## src/rtl/mmn_pkg.sv

```systemverilog
// Shared types and constants for the min-max contrast stretch block.
`default_nettype none
package mmn_pkg;

  localparam int PIX_W      = 8;
  localparam int CNT_W      = 7;
  localparam int FULL_SCALE = 255;
  localparam int NUM_W      = 17;
  localparam int REM_W      = 9;
  localparam int DIV_STEPS  = 4;

  typedef struct packed {
    logic              bank;
    logic [PIX_W-1:0]  lo;
    logic [PIX_W-1:0]  range;
    logic [CNT_W-1:0]  cnt;
    logic              ovf;
  } patch_desc_t;

  typedef struct packed {
    logic full;
    logic empty;
  } queue_stat_t;

  typedef enum logic [2:0] {
    ST_IDLE,
    ST_READ,
    ST_LOAD,
    ST_DIV0,
    ST_DIV1,
    ST_PUSH
  } back_state_t;

endpackage
`default_nettype wire

```

## src/rtl/mmn_ram.sv

```systemverilog
// Generic single-write, single-read RAM with registered read data.
`default_nettype none
module mmn_ram #(
  parameter int WIDTH = 8,
  parameter int DEPTH = 128
) (
  input  wire logic                     clk,
  input  wire logic                     wr_en,
  input  wire logic [$clog2(DEPTH)-1:0] wr_addr,
  input  wire logic [WIDTH-1:0]         wr_data,
  input  wire logic [$clog2(DEPTH)-1:0] rd_addr,
  output logic      [WIDTH-1:0]         rd_data
);

  logic [WIDTH-1:0] mem [DEPTH];

  always_ff @(posedge clk) begin
    if (wr_en) begin
      mem[wr_addr] <= wr_data;
    end
    rd_data <= mem[rd_addr];
  end

endmodule
`default_nettype wire

```

## src/rtl/mmn_front.sv

```systemverilog
// Front end: accepts samples, stores them and tracks min, max, count and overflow.
`default_nettype none
module mmn_front #(
  parameter int MAX_ELEMENTS = 64,
  parameter int IDX_W        = 6
) (
  input  wire logic                        clk,
  input  wire logic                        rst,
  input  wire logic [mmn_pkg::PIX_W-1:0]   sample_value,
  input  wire logic                        last_sample,
  input  wire logic                        sample_valid,
  output logic                             sample_ready,
  input  wire mmn_pkg::queue_stat_t        q_stat,
  output logic                             push,
  output mmn_pkg::patch_desc_t             desc,
  output logic                             wr_en,
  output logic [IDX_W:0]                   wr_addr,
  output logic [mmn_pkg::PIX_W-1:0]        wr_data
);
  import mmn_pkg::*;

  logic [PIX_W-1:0] run_min;
  logic [PIX_W-1:0] run_max;
  logic [CNT_W-1:0] cnt;
  logic             ovf;
  logic             bank;

  logic             acc;
  logic             store_ok;
  logic [PIX_W-1:0] min_next;
  logic [PIX_W-1:0] max_next;
  logic [CNT_W-1:0] cnt_next;
  logic             ovf_next;

  always_comb begin
    sample_ready = !q_stat.full;
    acc          = sample_valid && sample_ready;
    store_ok     = cnt < CNT_W'(MAX_ELEMENTS);
    min_next     = (store_ok && sample_value < run_min) ? sample_value : run_min;
    max_next     = (store_ok && sample_value > run_max) ? sample_value : run_max;
    cnt_next     = store_ok ? cnt + CNT_W'(1) : cnt;
    ovf_next     = ovf || !store_ok;

    desc.bank  = bank;
    desc.lo    = min_next;
    desc.range = (max_next >= min_next) ? max_next - min_next : '0;
    desc.cnt   = cnt_next;
    desc.ovf   = ovf_next;
    push       = acc && last_sample;

    wr_en   = acc && store_ok;
    wr_addr = {bank, cnt[IDX_W-1:0]};
    wr_data = sample_value;
  end

  always_ff @(posedge clk) begin
    if (rst) begin
      run_min <= PIX_W'(FULL_SCALE);
      run_max <= '0;
      cnt     <= '0;
      ovf     <= 1'b0;
      bank    <= 1'b0;
    end else if (acc) begin
      if (last_sample) begin
        run_min <= PIX_W'(FULL_SCALE);
        run_max <= '0;
        cnt     <= '0;
        ovf     <= 1'b0;
        bank    <= !bank;
      end else begin
        run_min <= min_next;
        run_max <= max_next;
        cnt     <= cnt_next;
        ovf     <= ovf_next;
      end
    end
  end

endmodule
`default_nettype wire

```

## src/rtl/mmn_queue.sv

```systemverilog
// Two-entry queue of patch descriptors between front and back.
`default_nettype none
module mmn_queue (
  input  wire logic                  clk,
  input  wire logic                  rst,
  input  wire logic                  push,
  input  wire mmn_pkg::patch_desc_t  push_desc,
  input  wire logic                  pop,
  output mmn_pkg::patch_desc_t       head,
  output mmn_pkg::queue_stat_t       stat
);
  import mmn_pkg::*;

  patch_desc_t entries [2];
  logic        wr_ptr;
  logic        rd_ptr;
  logic [1:0]  count;

  always_comb begin
    head       = entries[rd_ptr];
    stat.full  = count == 2'd2;
    stat.empty = count == 2'd0;
  end

  always_ff @(posedge clk) begin
    if (push) begin
      entries[wr_ptr] <= push_desc;
    end
  end

  always_ff @(posedge clk) begin
    if (rst) begin
      wr_ptr <= 1'b0;
      rd_ptr <= 1'b0;
      count  <= '0;
    end else begin
      if (push) begin
        wr_ptr <= !wr_ptr;
      end
      if (pop) begin
        rd_ptr <= !rd_ptr;
      end
      case ({push, pop})
        2'b10:   count <= count + 2'd1;
        2'b01:   count <= count - 2'd1;
        default: count <= count;
      endcase
    end
  end

endmodule
`default_nettype wire

```

## src/rtl/mmn_back.sv

```systemverilog
// Back end: reads stored samples, scales each by restoring division, drives results.
`default_nettype none
module mmn_back #(
  parameter int IDX_W = 6
) (
  input  wire logic                        clk,
  input  wire logic                        rst,
  input  wire mmn_pkg::queue_stat_t        q_stat,
  input  wire mmn_pkg::patch_desc_t        head,
  output logic                             pop,
  output logic [IDX_W:0]                   rd_addr,
  input  wire logic [mmn_pkg::PIX_W-1:0]   rd_data,
  output logic [mmn_pkg::PIX_W-1:0]        scaled_value,
  output logic                             last_result,
  output logic                             overflow,
  output logic                             result_valid,
  input  wire logic                        result_ready
);
  import mmn_pkg::*;

  back_state_t      state;
  back_state_t      state_next;
  logic [CNT_W-1:0] k;
  logic [REM_W-1:0] rem;
  logic [PIX_W-1:0] num_lo;
  logic [PIX_W-1:0] quo;

  logic             is_last;
  logic             out_free;
  logic             load_out;
  logic [PIX_W-1:0] samp;
  logic [PIX_W-1:0] diff;
  logic [NUM_W-1:0] numer;
  logic [REM_W-1:0] dvs;
  logic [REM_W-1:0] rem_step;
  logic [PIX_W-1:0] num_step;
  logic [PIX_W-1:0] quo_step;
  logic [REM_W:0]   trial;

  always_comb begin
    is_last  = (k + CNT_W'(1)) == head.cnt;
    out_free = !result_valid || result_ready;
  end

  always_comb begin
    state_next = state;
    case (state)
      ST_IDLE: if (!q_stat.empty) state_next = ST_READ;
      ST_READ: state_next = ST_LOAD;
      ST_LOAD: state_next = ST_DIV0;
      ST_DIV0: state_next = ST_DIV1;
      ST_DIV1: state_next = ST_PUSH;
      ST_PUSH: begin
        if (out_free) begin
          state_next = is_last ? ST_IDLE : ST_READ;
        end
      end
      default: state_next = ST_IDLE;
    endcase
  end

  always_comb begin
    load_out = (state == ST_PUSH) && out_free;
    pop      = load_out && is_last;
    rd_addr  = {head.bank, k[IDX_W-1:0]};
  end

  // dividend = 2*(v-lo)*255 + range, divisor = 2*range
  always_comb begin
    samp  = (rd_data < head.lo) ? head.lo : rd_data;
    diff  = samp - head.lo;
    numer = NUM_W'(diff) * NUM_W'(2 * FULL_SCALE) + NUM_W'(head.range);
    dvs   = {head.range, 1'b0};
  end

  always_comb begin
    rem_step = rem;
    num_step = num_lo;
    quo_step = quo;
    trial    = '0;
    for (int i = 0; i < DIV_STEPS; i++) begin
      trial    = {rem_step, num_step[PIX_W-1]};
      num_step = {num_step[PIX_W-2:0], 1'b0};
      if (trial >= {1'b0, dvs}) begin
        rem_step = REM_W'(trial - {1'b0, dvs});
        quo_step = {quo_step[PIX_W-2:0], 1'b1};
      end else begin
        rem_step = trial[REM_W-1:0];
        quo_step = {quo_step[PIX_W-2:0], 1'b0};
      end
    end
  end

  always_ff @(posedge clk) begin
    if (rst) begin
      state <= ST_IDLE;
      k     <= '0;
    end else begin
      state <= state_next;
      if (state == ST_IDLE) begin
        k <= '0;
      end else if (load_out) begin
        k <= is_last ? '0 : k + CNT_W'(1);
      end
    end
  end

  always_ff @(posedge clk) begin
    case (state)
      ST_LOAD: begin
        rem    <= numer[NUM_W-1:PIX_W];
        num_lo <= numer[PIX_W-1:0];
        quo    <= '0;
      end
      ST_DIV0, ST_DIV1: begin
        rem    <= rem_step;
        num_lo <= num_step;
        quo    <= quo_step;
      end
      default: begin
        rem    <= rem;
        num_lo <= num_lo;
        quo    <= quo;
      end
    endcase
  end

  always_ff @(posedge clk) begin
    if (rst) begin
      result_valid <= 1'b0;
    end else if (load_out) begin
      result_valid <= 1'b1;
    end else if (result_ready) begin
      result_valid <= 1'b0;
    end
  end

  always_ff @(posedge clk) begin
    if (load_out) begin
      scaled_value <= (head.range == '0) ? '0 : quo;
      last_result  <= is_last;
      overflow     <= head.ovf;
    end
  end

endmodule
`default_nettype wire

```

## src/rtl/min_max_normalize_top.sv

```systemverilog
// Top level of the min-max contrast stretch block.
//
//   channel  | handshake                   | payload
//   sample   | sample_valid / sample_ready | sample_value, last_sample
//   result   | result_valid / result_ready | scaled_value, last_result, overflow
//
// Samples load at one per cycle while sample_ready is high, into one half of the sample RAM.
// In the back end each result goes through RAM read, dividend setup, the division
// states ST_DIV0 and ST_DIV1 of four quotient bits each, and the output register load.
// Two patches can be held at once (one per RAM half); sample_ready drops only
// while both halves hold patches not yet fully drained.
// Reset clears control state; RAM contents are not cleared.
// A stalled result holds the back end; the front keeps loading meanwhile until the queue is full.
`default_nettype none
module min_max_normalize_top #(
  parameter int MAX_ELEMENTS = 64
) (
  input  wire logic                        clk,
  input  wire logic                        rst,
  input  wire logic [mmn_pkg::PIX_W-1:0]   sample_value,
  input  wire logic                        last_sample,
  input  wire logic                        sample_valid,
  output logic                             sample_ready,
  output logic [mmn_pkg::PIX_W-1:0]        scaled_value,
  output logic                             last_result,
  output logic                             overflow,
  output logic                             result_valid,
  input  wire logic                        result_ready
);
  import mmn_pkg::*;

  localparam int IDX_W     = (MAX_ELEMENTS > 1) ? $clog2(MAX_ELEMENTS) : 1;
  localparam int RAM_DEPTH = 2 << IDX_W;

  queue_stat_t      q_stat;
  patch_desc_t      push_desc;
  patch_desc_t      head;
  logic             push;
  logic             pop;
  logic             wr_en;
  logic [IDX_W:0]   wr_addr;
  logic [PIX_W-1:0] wr_data;
  logic [IDX_W:0]   rd_addr;
  logic [PIX_W-1:0] rd_data;

  mmn_front #(
    .MAX_ELEMENTS(MAX_ELEMENTS),
    .IDX_W       (IDX_W)
  ) u_front (
    .clk         (clk),
    .rst         (rst),
    .sample_value(sample_value),
    .last_sample (last_sample),
    .sample_valid(sample_valid),
    .sample_ready(sample_ready),
    .q_stat      (q_stat),
    .push        (push),
    .desc        (push_desc),
    .wr_en       (wr_en),
    .wr_addr     (wr_addr),
    .wr_data     (wr_data)
  );

  mmn_queue u_queue (
    .clk      (clk),
    .rst      (rst),
    .push     (push),
    .push_desc(push_desc),
    .pop      (pop),
    .head     (head),
    .stat     (q_stat)
  );

  mmn_ram #(
    .WIDTH(PIX_W),
    .DEPTH(RAM_DEPTH)
  ) u_ram (
    .clk    (clk),
    .wr_en  (wr_en),
    .wr_addr(wr_addr),
    .wr_data(wr_data),
    .rd_addr(rd_addr),
    .rd_data(rd_data)
  );

  mmn_back #(
    .IDX_W(IDX_W)
  ) u_back (
    .clk         (clk),
    .rst         (rst),
    .q_stat      (q_stat),
    .head        (head),
    .pop         (pop),
    .rd_addr     (rd_addr),
    .rd_data     (rd_data),
    .scaled_value(scaled_value),
    .last_result (last_result),
    .overflow    (overflow),
    .result_valid(result_valid),
    .result_ready(result_ready)
  );

  a_push_not_full: assert property (@(posedge clk) disable iff (rst)
    push |-> !q_stat.full)
    else $error("patch pushed into full queue");

  a_pop_not_empty: assert property (@(posedge clk) disable iff (rst)
    pop |-> !q_stat.empty)
    else $error("patch popped from empty queue");

  a_ovf_full_count: assert property (@(posedge clk) disable iff (rst)
    (!q_stat.empty && head.ovf) |-> (head.cnt == CNT_W'(MAX_ELEMENTS)))
    else $error("overflow flagged on a patch that did not fill the buffer");

  a_count_nonzero: assert property (@(posedge clk) disable iff (rst)
    !q_stat.empty |-> (head.cnt != '0))
    else $error("queued patch has no stored samples");

endmodule
`default_nettype wire

```

## config.mk

```make
export PLATFORM = sky130hd
export DESIGN_NAME = min_max_normalize_top
export DESIGN_NICKNAME = d
export VERILOG_FILES = /design/src/rtl/mmn_pkg.sv /design/src/rtl/mmn_ram.sv /design/src/rtl/mmn_front.sv /design/src/rtl/mmn_queue.sv /design/src/rtl/mmn_back.sv /design/src/rtl/min_max_normalize_top.sv
export SDC_FILE = /design/constraint.sdc
export NUM_CORES = 2
export LEC_CHECK = 0
export ABC_AREA = 1
export ABC_CLOCK_PERIOD_IN_PS = 10750
export BUFFER_PORTS_ARGS = -buffer_cell sky130_fd_sc_hd__buf_2
export CORE_ASPECT_RATIO = 1.25
export CORE_MARGIN = 5
export CORE_UTILIZATION = 37
export CTS_CLUSTER_SIZE = 8
export DETAILED_ROUTE_END_ITERATION = 8
export HOLD_SLACK_MARGIN = 0.03
export PLACE_DENSITY_LB_ADDON = 0.12
export SLEW_MARGIN = 15
export SYNTH_ARGS = -nofsm -noshare
export SYNTH_HDL_FRONTEND = slang
export SYNTH_SLANG_ARGS = --single-unit
```

## constraint.sdc

```tcl
create_clock -name clk -period 10.75 [get_ports clk]
set_input_delay 0.5375 -clock clk [delete_from_list [all_inputs] [get_ports clk]]
set_output_delay 0.5375 -clock clk [all_outputs]
set_load 0.1 [all_outputs]
```

==> impl_metrics.csv <==
group,metric,value,unit
power,p_clk_share,22.9,%
logic_synthesis,syn_nets,4342,
setup_path,start_kind,"flip-flop",
timing,fin_crit_sh,80.2,%
placed_design,port-buffer-count,24,
cts,clock_latency,780,ps
logic_synthesis,synth_top_family_by_area,"compound AO/OA/AOI/OAI gates",
power,switching_share,41.6,%
setup_path,r2r-end,"u_back.rem[8]$_DFFE_PP_",
logic_synthesis,synth-simple-area-share,9.78,%
routing,avgRoutedWirePerCell,25.2,um
finish,instances_no_fill,6004,
cts,path_clk_slew,50,ps
logic_synthesis,yosysWarnings,0,
setup_path,rr_worst_depth,36,
cts,cts_buffer_depth,3,
placed_design,gp_congestion,0.815,
power,p_comb_share,50.6,%
die,die_y,423,um
timing,setup_viol,0,
timing,hold_violations,0,
die,pin_count,25,
logic_synthesis,synth_fa_ha_area_share,4.31,%
finish,antenna_cells,0,
logic_synthesis,synth_edf_count,1109,
placed_design,pre_cts_ws,2030,ps
logic_synthesis,synth_area_leader_cell,"edfxtp_1",
die,die_w,341,um
timing,layout_setup_ws,2120,ps
placed_design,hpwl,88400,um
finish,area_growth,12.7,%
power,ir_worst_vdd,0.643,mV
min_path,hp-class,"in2reg",
logic_synthesis,syn_area_per_cell,12.1,sq um
setup_path,path_class,"reg2reg",
setup_path,cp.arrival,9130,ps
global_routing,grt_overflow,0,
setup_path,cpMaxStageDelayCell,"xnor2_1",
cts,holdBufCountCts,1,
global_routing,grt_pass1_wl,224000,um
global_routing,antenna_found_initial,4,
routing,vias_per_cell,5.54,
global_routing,grt_max_degree,130,
setup_path,path_max_fanout,21,
power,p_switching,0.00839,W
power,p_leak,20.0,nW
logic_synthesis,ys_ff_latch,1158,
cts,cts-root-buf,"clkbuf_16",
global_routing,grt_pass1_vias,33200,
timing,slew_viol_final,0,
global_routing,use_met1,27.2,%
status,status,"complete, no violations",
timing,fmax,116,MHz
setup_path,rrSetupSlack,2120,ps
setup_path,slowest_delay,740,ps
power,p_int,0.0118,W
global_routing,grtUsageMet3,3.62,%
setup_path,endpoint_kind,"flip-flop",
timing,clock_skew,27.2,ps
logic_synthesis,synth_xor_area_share,1.07,%
logic_synthesis,syn_area,50600,sq um
logic_synthesis,yosysSeqAreaShare,67.8,%
flow_run,maxCapViolations,0,
logic_synthesis,syn_inst,4177,
die,die-area,144000,sq um
die,start_util,37.3,%
power,total_power,0.0202,W
cts,post_cts_buffers,0,
timing,fin_tns_setup,0,ps
placed_design,dp_cells,5790,
die,core.rowCount,151,
global_routing,gr-usage-all-layers,20.7,%
routing,drt_iter0_drc,2743,
logic_synthesis,yosysTopAreaCellShare,65.8,%
finish,drive_gt1_share,7.51,%
timing,max_slew_margin,19.5,%
timing,worst_pin_slew,1200,ps
cts,htreeDepth,4,
setup_path,cp-endpoint,"u_back.rem[8]$_DFFE_PP_",
power,powerDensity,353,nW/um^2
logic_synthesis,synth_compound_area_share,12.9,%
cts,cts-resized-gates,0,
cts,clock_sinks,1158,
power,seqPwrFrac,26.5,%
global_routing,busiest_layer,"met2",
finish,final_nets,4362,
routing,drt-pass1-iter-count,5,
routing,drc,0,
logic_synthesis,synthMuxAreaShare,0.200,%
finish,fill_cells,12600,
logic_synthesis,yosysUniqueCellTypes,51,
global_routing,met2_usage,35.1,%
logic_synthesis,ys.flop_type,"edfxtp_1",
logic_synthesis,synth_async_sr_flop_share,0,%
setup_path,worstPathRequired,11260,ps
cts,tritoncts.num_buffers,163,
logic_synthesis,synth.area.top_cells,"edfxtp_1 (66%), nand2_1 (3.9%), o21ai_0 (3.7%)",
timing,rsz0062_at_grt,"false",
routing,ant_nets,0,
cts,cts_tree,"yes",
timing,fin_crit,8630,ps
routing,vias,33200,
die,core,136000,sq um
routing,drt-total-wl,151000,um
[state kept, by name, summed over array words and instances (netlist names), 7 cells and up, named ones only]
signal	count
u_queue.entries	50
u_front.run_min	8
u_ram.mem	1024
u_back.scaled_value	8
u_back.quo	8
u_back.k	7
u_back.rem	9
u_back.num_lo	8
u_front.run_max	8
u_ram.rd_data	8
u_front.cnt	7
[cell usage after synthesis, types with 4 or more instances]
master	number
edfxtp_1	1109
nand2_1	531
nor2_1	498
o21ai_0	379
a21oi_1	288
inv_1	267
o221ai_1	192
clkbuf_1	138
o22ai_1	135
ha_1	115
nand3_1	97
buf_2	83
dfxtp_1	49
fa_1	37
xor2_1	37
a21o_1	29
nand4_1	26
xnor2_1	25
a31oi_1	13
a211oi_1	12
buf_1	12
nor3_1	11
mux2i_1	9
nand2_2	8
nand3b_1	8
o21a_1	7
o21bai_1	6
or2_2	6
o31ai_1	5
and3_1	4
nand3_2	4
nand3_4	4
[layout by cell type, fill, tap and decap left out, types with 5 or more instances in the layout]
cell,instances
inv_6,5
nand2_2,8
inv_1,263
nand3_1,97
nand4_1,26
mux2i_1,9
dfxtp_1,44
clkinv_8,9
or2_2,6
clkbuf_1,33
ha_1,115
o31ai_1,5
o221ai_1,192
a21oi_1,288
o21bai_1,6
o22ai_1,135
o21a_1,7
clkbuf_16,163
nor2_2,5
o21ai_0,378
a211oi_1,12
buf_4,67
a31oi_1,13
xnor2_1,25
fa_1,37
nor3_1,11
nand3b_1,8
edfxtp_1,1109
xor2_1,37
nor2_1,495
a21o_1,29
nand2_1,529
buf_2,16
buf_12,7
[power by group through the flow]
stage          combinational [W]  sequential [W]  clock (W)
2_1_floorplan            0.00795         0.00541          0
3_3_place_gp              0.0102         0.00543          0
3_5_place_dp              0.0102         0.00543          0
4_1_cts                   0.0103         0.00534    0.00472
5_1_grt                   0.0117         0.00533    0.00491
6_report                  0.0102         0.00534    0.00462
[stage by stage]
stage / cell area, sq um / util, % / hold WS, ps
floorplan: 50600 / - / 432
global placement: 52600 / 38.7 / 447
global route: 57000 / 42.0 / 184
finish: 57000 / 42.0 / 210
detailed placement: 52600 / 38.7 / 460
CTS: 57000 / 42.0 / 158
[logic make-up (layout without fill, tap and decap cells)]
family                   count (synthesis)  in the layout
AND/OR/NAND/NOR                       1208           1208
flip-flops                            1158           1158
AO/OA/AOI/OAI                         1082           1082
buffers and inverters                  505            573
adder cells (fa/ha/maj)                152            152
XOR/XNOR                                62             62
multiplexers                            10             10
[per-layer routing]
layer | wire length, um | vias up
met5 | 13 | -
met3 | 8000 | 218
met2 | 74500 | 943
li1 | - | 15300
met1 | 64500 | 16800
met4 | 4310 | 2
[worst min-delay path by stage]
stage,depth (start not counted),to,start
after global placement,2,u_front.ovf$_SDFFE_PP0P_,u_front.ovf$_SDFFE_PP0P_
final,1,u_ram.mem[44][1]$_DFFE_PP_,sample_value[1]
after global routing,1,u_ram.mem[45][1]$_DFFE_PP_,sample_value[1]
after detailed placement,2,u_front.run_max[3]$_SDFFE_PP0P_,u_front.run_max[3]$_SDFFE_PP0P_
after CTS,2,u_front.run_max[0]$_SDFFE_PP0P_,rst
after floorplan,2,u_front.ovf$_SDFFE_PP0P_,u_front.ovf$_SDFFE_PP0P_
[worst max-delay path, delay by kind of cell, from the launching register on]
family / cells / cell delay (ps)
fa+ha+maj: 8 / 3110
xor+xnor: 2 / 950
mux: 1 / 320
compound gates: 6 / 1300
buf+inv: 6 / 710
flops: 1 / 720
simple gates: 13 / 1210
[cell type report]
| type | count | area [sq um] | share of cell area [%] |
|---|---|---|---|
| Clock inverter | 17 | 244 | 0.428 |
| Clock buffer | 196 | 4200 | 7.37 |
| Timing Repair Buffer | 91 | 733 | 1.29 |
| Sequential cell | 1158 | 34300 | 60.2 |
| Multi-Input combinational cell | 2514 | 14300 | 25.1 |
| Tap cell | 1759 | 2200 | 3.86 |
| Inverter | 269 | 1020 | 1.80 |
Power figures use the tool's default switching activity.
